**src/design/assert_macros.svh**
```systemverilog
// Assertion macros used by the ring map datapath.
// Needs clk_i and rst_ni in the including module's scope.
`ifndef ASSERT_MACROS_SVH
`define ASSERT_MACROS_SVH
`ifndef ASSERT_OFF
`define RSOM_ASSERT(lbl, prop, msg) \
  lbl: assert property (@(posedge clk_i) disable iff (!rst_ni) prop) else $error(msg);
`define RSOM_ASSERT_ALWAYS(lbl, prop, msg) \
  lbl: assert property (@(posedge clk_i) prop) else $error(msg);
`else
`define RSOM_ASSERT(lbl, prop, msg)
`define RSOM_ASSERT_ALWAYS(lbl, prop, msg)
`endif
`endif

```
**src/design/rsom_pkg.sv**
```systemverilog
// Shared constants, types and command/status structs of the ring map.
// No dependencies.
`default_nettype none
package rsom_pkg;
  localparam int NEURON_COUNT = 256;
  localparam int ADDR_W       = $clog2(NEURON_COUNT);
  localparam int VAL_W        = 17;
  localparam int GAIN_W       = 16;
  localparam int REACH_W      = 9;
  localparam int HITS_W       = 24;
  localparam int MOT_W        = 48;
  localparam int CFG_IDX_W    = 2;
  localparam int CFG_DATA_W   = 9;
  localparam int F_W          = 17;
  localparam int DIVD_W       = REACH_W + 16;
  localparam int GF_W         = GAIN_W + F_W;
  localparam int SQ_W         = 2 * VAL_W;
  localparam int DIST_W       = SQ_W + 1;
  localparam int CNT_W        = $clog2(DIVD_W);

  localparam logic [HITS_W-1:0] HITS_MAX = '1;
  localparam logic [MOT_W-1:0]  MOT_MAX  = '1;

  typedef enum logic [CFG_IDX_W-1:0] {
    CFG_USE_FIRST  = 2'd0,
    CFG_USE_SECOND = 2'd1,
    CFG_NEURONS    = 2'd2
  } cfg_idx_e;

  typedef enum logic {
    OP_TRAIN = 1'b0,
    OP_LOAD  = 1'b1
  } op_e;

  typedef struct packed {
    logic                     operation;
    logic [ADDR_W-1:0]        neuron_select;
    logic signed [VAL_W-1:0]  first_value;
    logic signed [VAL_W-1:0]  second_value;
    logic [GAIN_W-1:0]        step_gain;
    logic [REACH_W-1:0]       reach;
    logic                     epoch_begin;
  } in_item_t;

  typedef struct packed {
    logic [7:0]        winner_index;
    logic [HITS_W-1:0] winner_hits;
    logic [MOT_W-1:0]  weight_motion;
  } out_item_t;

  typedef struct packed {
    logic               use_first;
    logic               use_second;
    logic [REACH_W-1:0] neurons_in_use;
  } cfg_t;

  typedef struct packed {
    logic in_ready;
    logic latch;
    logic load_wr;
    logic scan_issue;
    logic hit_rd;
    logic hit_wr;
    logic div_start;
    logic gain_ld;
    logic slot_adv;
    logic pull_rd;
    logic pull_mag;
    logic pull_mul;
    logic pull_step;
    logic pull_wr;
    logic walk_adv;
    logic out_ld;
  } cmd_t;

  typedef struct packed {
    logic in_valid;
    logic in_is_load;
    logic scan_last;
    logic pipe_busy;
    logic walk_more;
    logic div_busy;
    logic slot_on;
    logic slot_last;
    logic out_free;
  } sts_t;
endpackage
`default_nettype wire

```
**src/design/rsom_ctrl.sv**
```systemverilog
// Sequencer of the ring map: load, scan, win count, neighbourhood walk, result.
// Depends on rsom_pkg; drives the datapath through cmd_t, reads sts_t.
`default_nettype none
module rsom_ctrl (
  input  logic           clk_i,
  input  logic           rst_ni,
  input  rsom_pkg::sts_t sts_i,
  output rsom_pkg::cmd_t cmd_o
);
  import rsom_pkg::*;

  typedef enum logic [14:0] {
    ST_IDLE      = 15'b000000000000001,
    ST_SCAN      = 15'b000000000000010,
    ST_SCAN_WAIT = 15'b000000000000100,
    ST_HIT_RD    = 15'b000000000001000,
    ST_HIT_WR    = 15'b000000000010000,
    ST_WALK      = 15'b000000000100000,
    ST_DIV       = 15'b000000001000000,
    ST_GAIN      = 15'b000000010000000,
    ST_SLOT      = 15'b000000100000000,
    ST_P_MAG     = 15'b000001000000000,
    ST_P_MUL     = 15'b000010000000000,
    ST_P_STEP    = 15'b000100000000000,
    ST_P_WR      = 15'b001000000000000,
    ST_ADV       = 15'b010000000000000,
    ST_DONE      = 15'b100000000000000
  } state_e;

  state_e state_q, state_d;

  always_ff @(posedge clk_i or negedge rst_ni) begin
    if (!rst_ni) begin
      state_q <= ST_IDLE;
    end else begin
      state_q <= state_d;
    end
  end

  always_comb begin
    state_d = state_q;
    cmd_o   = '0;
    unique case (state_q)
      ST_IDLE: begin
        cmd_o.in_ready = 1'b1;
        if (sts_i.in_valid) begin
          cmd_o.latch = 1'b1;
          if (sts_i.in_is_load) begin
            cmd_o.load_wr = 1'b1;
          end else begin
            state_d = ST_SCAN;
          end
        end
      end
      ST_SCAN: begin
        cmd_o.scan_issue = 1'b1;
        if (sts_i.scan_last) state_d = ST_SCAN_WAIT;
      end
      ST_SCAN_WAIT: begin
        if (!sts_i.pipe_busy) state_d = ST_HIT_RD;
      end
      ST_HIT_RD: begin
        cmd_o.hit_rd = 1'b1;
        state_d      = ST_HIT_WR;
      end
      ST_HIT_WR: begin
        cmd_o.hit_wr = 1'b1;
        state_d      = ST_WALK;
      end
      ST_WALK: begin
        if (sts_i.walk_more) begin
          cmd_o.div_start = 1'b1;
          state_d         = ST_DIV;
        end else begin
          state_d = ST_DONE;
        end
      end
      ST_DIV: begin
        if (!sts_i.div_busy) state_d = ST_GAIN;
      end
      ST_GAIN: begin
        cmd_o.gain_ld = 1'b1;
        state_d       = ST_SLOT;
      end
      ST_SLOT: begin
        if (sts_i.slot_on) begin
          cmd_o.pull_rd = 1'b1;
          state_d       = ST_P_MAG;
        end else if (sts_i.slot_last) begin
          state_d = ST_ADV;
        end else begin
          cmd_o.slot_adv = 1'b1;
        end
      end
      ST_P_MAG: begin
        cmd_o.pull_mag = 1'b1;
        state_d        = ST_P_MUL;
      end
      ST_P_MUL: begin
        cmd_o.pull_mul = 1'b1;
        state_d        = ST_P_STEP;
      end
      ST_P_STEP: begin
        cmd_o.pull_step = 1'b1;
        state_d         = ST_P_WR;
      end
      ST_P_WR: begin
        cmd_o.pull_wr = 1'b1;
        if (sts_i.slot_last) begin
          state_d = ST_ADV;
        end else begin
          cmd_o.slot_adv = 1'b1;
          state_d        = ST_SLOT;
        end
      end
      ST_ADV: begin
        cmd_o.walk_adv = 1'b1;
        state_d        = ST_WALK;
      end
      ST_DONE: begin
        if (sts_i.out_free) begin
          cmd_o.out_ld = 1'b1;
          state_d      = ST_IDLE;
        end
      end
      default: state_d = ST_IDLE;
    endcase
  end
endmodule
`default_nettype wire

```
**config.mk**
```make
export PLATFORM = sky130hd
export DESIGN_NAME = rsom_ctrl
export DESIGN_NICKNAME = d
export VERILOG_FILES = /design/src/design/assert_macros.svh /design/src/design/rsom_pkg.sv /design/src/design/rsom_ctrl.sv
export SDC_FILE = /design/constraint.sdc
export NUM_CORES = 1
export LEC_CHECK = 0
export ABC_AREA = 1
export BUFFER_PORTS_ARGS = -buffer_cell sky130_fd_sc_hd__clkbuf_2
export CAP_MARGIN = 25
export CORE_AREA = 2 2 52 54
export DETAILED_ROUTE_END_ITERATION = 10
export DIE_AREA = 0 0 54 56
export PLACE_DENSITY = 0.66
export SLEW_MARGIN = 40
export SYNTH_ARGS = -nofsm -noshare
export SYNTH_HDL_FRONTEND = slang
export SYNTH_SLANG_ARGS = --single-unit
```
**constraint.sdc**
```tcl
create_clock -name clk_i -period 2.45 [get_ports clk_i]
set_input_delay 0.3675 -clock clk_i [delete_from_list [all_inputs] [get_ports clk_i]]
set_output_delay 0.3675 -clock clk_i [all_outputs]
set_load 0.01 [all_outputs]
```
==> flow_summary.json, run 1 <==
{
  "outcome": "completed",
  "power.switching_fraction_pct": 45.7,
  "final_global_route_overflow_total": 0,
  "report.final.slew_viol_count": 0,
  "num_vias": 986,
  "timing.clock.skew_ns": 0.00181,
  "layout.nets": 194,
  "slowest_stage": "sky130_fd_sc_hd__dfrtp_1",
  "biggestRegsByFlops": "state_q x15",
  "vdd_drop_max_uv": 694,
  "diodes": 0,
  "worst_pin_slew_ns": 0.385,
  "finalSetupViolations": 0,
  "die_area_um2": 3020,
  "detail_route.drc_violations": 0,
  "registers.top_by_ff_count": "state_q",
  "reg2reg_setup_slack_ns": 0.86,
  "wire_per_inst_um": 10.6,
  "clockBufferDepth": 2,
  "cts_max_level": 1,
  "detail_route.iter0.violations": 14,
  "power_switching_uw": 420,
  "worst_setup_hold_path_clk_slew_ns": 0.09,
  "timing.critical_path.cells": "nor2_2, nand2_2, nor2_8, nand2_4, inv_2, nand3_1, clkinv_1, nand2_1, nand2_1, clkbuf_2",
  "starting_density_pct": 43.6,
  "placeableCoreArea_um2": 2430,
  "endpoint_kind": "output pin",
  "setup_tns_ns": 0,
  "antenna_violations_before_repair": 0,
  "gr-usage-all-layers_pct": 16.8,
  "cts_tree": "yes",
  "clk_latency_ns": 0.28,
  "clock-root-buffer": "sky130_fd_sc_hd__clkbuf_4",
  "p_clk_share_pct": 15.6,
  "firstDrtPassIters": 4,
  "drive_gt1_share_pct": 31.3,
  "p_leak_uw": 0.000768,
  "port-buffer-count": 26,
  "layout-area-overhead-vs-synth_pct": 18.2,
  "timing.slew.headroom_pct": 74.3,
  "ys.warnings.count": 0,
  "final_period_minus_worst_setup_slack_ns": 2.09,
  "synth_cells": 152,
  "synth.distinct_cells": 22,
  "maxCapViolations": 0,
  "maximum_number_of_pins_on_one_net_before_global_route_repair": 16,
  "floorplan.rows": 18,
  "worst_hold_startpoint": "sts_i[4]",
  "post-cts-setup-buffers": 0,
  "slowest_delay_ns": 0.40,
  "ys_seq_area_share_pct": 35.5,
  "setup_ws_ns": 0.362,
  "crit_path_start_kind": "register",
  "reg2reg_to": "state_q[3]$_DFFE_PN0P_",
  "die_w_um": 54,
  "die_height_um": 56,
  "seq_power_share_pct": 32.9,
  "synthesis.area_per_instance_um2": 6.97,
  "critPathBufInv": 3,
  "min-delay-path-class": "in2reg",
  "post-place-ws_ns": 0.683,
  "path_common_cell": "sky130_fd_sc_hd__nand2_1",
  "worst_path_dominant_cell_family": "simple AND/OR/NAND/NOR gates",
  "place_congestion": 0.833,
  "fillCellCount": 259,
  "reg2regPathDepth": 10,
  "worst-endpoint-arrival_ns": 1.72,
  "hold_path_end": "state_q[14]$_DFFE_PN0P_",
  "ioPinCount": 27,
  "first_global_vias": 890,
  "crit-reg2reg-launch": "state_q[11]$_DFFE_PN0P_",
  "critPathMaxFanout": 6,
  "tritoncts.num_buffers": 3,
  "cts_num_sinks": 15,
  "largest_reg_flops": 15,
  "synth_area_um2": 1060,
  "grt_setup_unrepaired": "no",
  "postSynthNetCount": 163,
  "routed_wl_um": 2250,
  "place_hpwl_um": 1920,
  "max_freq_mhz": 479,
  "ys_ff_latch": 15,
  "cellPowerDensity_nw_per_um2": 735,
  "share_comb_of_total_power_pct": 51.5,
  "layout_worst_path_cycle_share_pct": 85.2,
  "report.final.hold_viol_count": 0,
  "power.internal_uw": 500,
  "grt_pass1_wl_um": 3820,
  "antenna_left": 0,
  "setup.worst_path.class": "reg2out",
  "crit_required_ns": 2.08,
  "worst_hold_path_cells": 2,
  "via_per_inst": 4.65
}
## worst register-to-register path: stages, from the launching register on
cell                      delay (ns)
sky130_fd_sc_hd__dfrtp_1        0.41
sky130_fd_sc_hd__nor2_1         0.17
sky130_fd_sc_hd__nand2_2        0.10
sky130_fd_sc_hd__nor2_4         0.27
sky130_fd_sc_hd__nand3_1        0.16
sky130_fd_sc_hd__nand2_1        0.11
sky130_fd_sc_hd__inv_2          0.04
sky130_fd_sc_hd__nand2_2        0.07
sky130_fd_sc_hd__nor2_4         0.05
sky130_fd_sc_hd__inv_2          0.07
sky130_fd_sc_hd__nor2_1         0.05
## worst max path at each step
stage,from,end,slack [ns],cells after the start
after floorplan,state_q[0]$_DFFE_PN1P_,cmd_o[7],0.84,9
after global placement,state_q[2]$_DFFE_PN0P_,cmd_o[7],0.73,10
after detailed placement,state_q[2]$_DFFE_PN0P_,cmd_o[7],0.68,10
after CTS,state_q[2]$_DFFE_PN0P_,cmd_o[7],0.35,10
after global routing,state_q[10]$_DFFE_PN0P_,cmd_o[13],0.20,6
final,state_q[2]$_DFFE_PN0P_,cmd_o[7],0.36,10
## what timing repair did
item / CTS / global route
endpoints found under the hold margin: 8 / 0
resized for setup: 0 / 0
hold buffers: 1 / 0
## cells by family after synthesis
kind of cell	count (synthesis)	synth area share (%)
flip-flops	15	35.5
buffers and inverters	32	12.0
AO/OA/AOI/OAI	5	3.42
AND/OR/NAND/NOR	100	49.0
## placed cells by master (no fill, tap or decap)
cell type,instances
sky130_fd_sc_hd__nor2_4,5
sky130_fd_sc_hd__nand2_2,5
sky130_fd_sc_hd__dlygate4sd3_1,1
sky130_fd_sc_hd__o22ai_2,1
sky130_fd_sc_hd__inv_2,4
sky130_fd_sc_hd__inv_1,26
sky130_fd_sc_hd__clkbuf_4,3
sky130_fd_sc_hd__a21oi_1,1
sky130_fd_sc_hd__clkbuf_2,26
sky130_fd_sc_hd__nand2_4,3
sky130_fd_sc_hd__nor2_8,1
sky130_fd_sc_hd__dfstp_2,1
sky130_fd_sc_hd__nor2_1,30
sky130_fd_sc_hd__nand4_1,2
sky130_fd_sc_hd__nor2_2,4
sky130_fd_sc_hd__dfrtp_1,14
sky130_fd_sc_hd__nand2_1,31
sky130_fd_sc_hd__nor3_1,2
sky130_fd_sc_hd__nor4_1,1
sky130_fd_sc_hd__o21ai_0,2
sky130_fd_sc_hd__nand3_1,13
sky130_fd_sc_hd__clkinv_1,1
sky130_fd_sc_hd__clkbuf_1,1
sky130_fd_sc_hd__nand3_2,3
sky130_fd_sc_hd__a21oi_2,1
## cell type report
cell class,instances,area [um2],area share [%]
Tap cell,30,37.5,3.00
Timing Repair Buffer,27,140,11.2
Multi-Input combinational cell,105,556,44.4
Clock buffer,4,26.3,2.10
Inverter,31,116,9.29
Sequential cell,15,377,30.1
## layer usage
| layer | part of all wire [%] | vias to the layer above | GRT usage, % |
|---|---|---|---|
| met4 | 0.67 | 0 | 5.36 |
| met2 | 49 | 17 | 26.1 |
| met1 | 47 | 441 | 23.7 |
| met3 | 3.4 | 2 | 2.42 |
| met5 | 0 | - | 0 |
| li1 | - | 526 | - |
## cell usage after synthesis
cell type,n,area share (%)
sky130_fd_sc_hd__nor4_1,1,0.59
sky130_fd_sc_hd__o21ai_0,2,0.94
sky130_fd_sc_hd__clkinv_1,1,0.35
sky130_fd_sc_hd__nor3_1,2,0.94
sky130_fd_sc_hd__dfrtp_1,14,33
sky130_fd_sc_hd__nand2_4,3,3.2
sky130_fd_sc_hd__nor2_8,1,1.9
sky130_fd_sc_hd__nand3_2,3,2.8
sky130_fd_sc_hd__nand3_1,13,6.1
sky130_fd_sc_hd__nand4_1,2,1.2
sky130_fd_sc_hd__nor2_1,30,11
sky130_fd_sc_hd__o22ai_2,1,1.2
sky130_fd_sc_hd__inv_2,4,1.4
sky130_fd_sc_hd__dfstp_2,1,2.5
sky130_fd_sc_hd__nor2_4,5,5.3
sky130_fd_sc_hd__nand2_2,5,3.0
sky130_fd_sc_hd__a21oi_1,1,0.47
sky130_fd_sc_hd__nor2_2,4,2.4
sky130_fd_sc_hd__inv_1,26,9.2
sky130_fd_sc_hd__nand2_1,31,11
sky130_fd_sc_hd__a21oi_2,1,0.83
sky130_fd_sc_hd__buf_6,1,1.1
## per-stage QoR
step                util, %  instance area, um2  power [uW]  hold WS (ns)  std cells
floorplan                 -                1060         674        0.0719        152
finish                 51.5                1250         920         0.289        212
global placement       50.0                1220         772         0.306        207
global route           51.5                1250        1010         0.318        212
detailed placement     50.0                1220         781         0.311        207
CTS                    51.5                1250         931         0.290        212
## power by group through the flow
stage	combinational [uW]	sequential (uW)	clock [uW]
3_3_place_gp	465	307	0
3_5_place_dp	473	308	0
4_1_cts	477	303	151
2_1_floorplan	370	304	0
6_report	473	303	144
5_1_grt	542	307	160
No activity file was read; power rests on OpenSTA's default activity.
==> run 2: changes to the inputs <==
Settings changed: REMOVE_ABC_BUFFERS from default to 1.
==> run 2 against run 1 <==
First-iteration DRC count up 50%. Final cell count unchanged. Highest routed layer unchanged. Largest cell class unchanged. Register-to-register slack worse by 0.04 ns.
==> flow_summary.json, run 2 (synthesis results as in run 1) <==
{
  "p_clk_share_pct": 16.2,
  "fillCellCount": 253,
  "report.final.hold_viol_count": 0,
  "worst-endpoint-arrival_ns": 1.73,
  "largest_reg_flops": 15,
  "seq_power_share_pct": 32.9,
  "antenna_violations_before_repair": 0,
  "diodes": 0,
  "grt_pass1_wl_um": 4020,
  "postLayoutCoreUtil_pct": 51.5,
  "postCtsResizedCells": 0,
  "drive_gt1_share_pct": 31.9,
  "crit_path_start_kind": "register",
  "globalRoute.busiestLayer": "met2",
  "layout-area-overhead-vs-synth_pct": 18.3,
  "reg2reg_setup_slack_ns": 0.82,
  "detail_route.drc_violations": 0,
  "vdd_drop_max_uv": 594,
  "power.internal_uw": 498,
  "reg2reg_to": "state_q[3]$_DFFE_PN0P_",
  "cts_max_level": 1,
  "layout.nets": 194,
  "crit-reg2reg-launch": "state_q[11]$_DFFE_PN0P_",
  "cts_num_sinks": 15,
  "cts_tree": "yes",
  "place_hpwl_um": 1920,
  "routed_wl_um": 2280,
  "worst_hold_startpoint": "sts_i[4]",
  "final_global_route_overflow_total": 0,
  "registers.top_by_ff_count": "state_q",
  "hold_path_end": "state_q[14]$_DFFE_PN0P_",
  "setup.worst_path.class": "reg2out",
  "placeableCoreArea_um2": 2430,
  "maxCapViolations": 0,
  "globalRouteMet1Util_pct": 24.6,
  "clk_latency_ns": 0.29,
  "setup_tns_ns": 0,
  "port-buffer-count": 26,
  "timing.slew.headroom_pct": 74.2,
  "floorplan.rows": 18,
  "power.switching_fraction_pct": 46.4,
  "use_met2_pct": 27.2,
  "p_leak_uw": 0.000771,
  "firstDrtPassIters": 4,
  "die_w_um": 54,
  "final_cell_mix": "sky130_fd_sc_hd__nand2_1, sky130_fd_sc_hd__nor2_1, sky130_fd_sc_hd__inv_1, sky130_fd_sc_hd__clkbuf_2, sky130_fd_sc_hd__dfrtp_1",
  "final_period_minus_worst_setup_slack_ns": 2.10,
  "clockBufferDepth": 2,
  "worst_setup_hold_path_clk_slew_ns": 0.10,
  "wire_per_inst_um": 10.7,
  "tritoncts.num_buffers": 3,
  "place_congestion": 0.851,
  "maximum_number_of_pins_on_one_net_before_global_route_repair": 16,
  "antenna_left": 0,
  "finalSetupViolations": 0,
  "biggestRegsByFlops": "state_q x15",
  "detail_route.iter0.violations": 21,
  "power_switching_uw": 430,
  "die_area_um2": 3020,
  "worst_hold_path_cells": 2,
  "total_power_uw": 927,
  "layout_worst_path_cycle_share_pct": 85.6,
  "post_cts_hold_fix_bufs": 1,
  "first_global_vias": 966,
  "critPathMaxFanout": 6,
  "via_per_inst": 4.76,
  "num_vias": 1010,
  "worst_pin_slew_ns": 0.387,
  "report.final.slew_viol_count": 0,
  "reg2regPathDepth": 10,
  "endpoint_kind": "output pin",
  "clock-root-buffer": "sky130_fd_sc_hd__clkbuf_4",
  "starting_density_pct": 43.6,
  "max_freq_mhz": 477,
  "min-delay-path-class": "in2reg",
  "gr-usage-all-layers_pct": 17.9,
  "commonest_non_fill_non_tap_cell_in_the_layout": "sky130_fd_sc_hd__nand2_1",
  "crit_required_ns": 2.08,
  "die_height_um": 56,
  "grt_setup_unrepaired": "no",
  "timing.clock.skew_ns": 0.00133,
  "outcome": "completed",
  "share_comb_of_total_power_pct": 50.9,
  "cellPowerDensity_nw_per_um2": 740,
  "post-cts-setup-buffers": 0,
  "ioPinCount": 27,
  "grt_util_met3_pct": 2.96
}
==> run 2: cell types whose count changed in the layout (fill, tap and decap cells not counted) <==
cell	change
sky130_fd_sc_hd__clkbuf_1	-1
sky130_fd_sc_hd__clkinv_2	+1
==> run 2: per-stage QoR <==
step / setup WS (ns) / area (um2) / hold slack [ns] / std cells
finish: 0.353 / 1250 / 0.268 / 212
global route: 0.170 / 1250 / 0.300 / 212
CTS: 0.342 / 1250 / 0.266 / 212
detailed placement: 0.676 / 1220 / 0.311 / 207
global placement: 0.729 / 1220 / 0.307 / 207
floorplan: 0.844 / 1050 / 0.0719 / 151
==> run 2: layout make-up <==
class,instances,area [um2],share of cell area [%]
clock buffers,3,22.5,1.80
clock inverters,1,5.00,0.399
inverters,31,116,9.28
multi-input cells,105,556,44.3
flip-flops and latches,15,377,30.0
well taps,30,37.5,2.99
repair buffers,27,140,11.2
==> run 2: how the worst max path moves through the flow <==
stage | from | slack (ns) | to
after detailed placement | state_q[2]$_DFFE_PN0P_ | 0.68 | cmd_o[7]
after floorplan | state_q[0]$_DFFE_PN1P_ | 0.84 | cmd_o[7]
after global routing | state_q[2]$_DFFE_PN0P_ | 0.17 | cmd_o[7]
after CTS | state_q[2]$_DFFE_PN0P_ | 0.34 | cmd_o[7]
final | state_q[2]$_DFFE_PN0P_ | 0.35 | cmd_o[7]
after global placement | state_q[7]$_DFFE_PN0P_ | 0.73 | cmd_o[7]
==> run 2: power groups by stage <==
stage,Sequential (uW),Clock [uW],Combinational (uW)
global placement,307,0,462
global route,308,168,543
detailed placement,310,0,475
floorplan,304,0,370
CTS,305,155,477
finish,305,151,472
==> run 2: routing by layer <==
layer	part of all wire (%)	routed length (um)	vias up
met4	2.3	53	0
met5	0	0	-
met2	49	1120	26
met1	44	1010	457
met3	4.3	98	7
li1	-	-	520
==> run 2: critical path, cell delays in order (launching register included) <==
cell and delay (ns):
sky130_fd_sc_hd__dfrtp_1 0.41, sky130_fd_sc_hd__nor2_2 0.16, sky130_fd_sc_hd__nand2_2 0.15, sky130_fd_sc_hd__nor2_8 0.16, sky130_fd_sc_hd__nand2_4 0.07, sky130_fd_sc_hd__inv_2 0.06, sky130_fd_sc_hd__nand3_1 0.09, sky130_fd_sc_hd__clkinv_1 0.09
sky130_fd_sc_hd__nand2_1 0.06, sky130_fd_sc_hd__nand2_1 0.05, sky130_fd_sc_hd__clkbuf_2 0.13
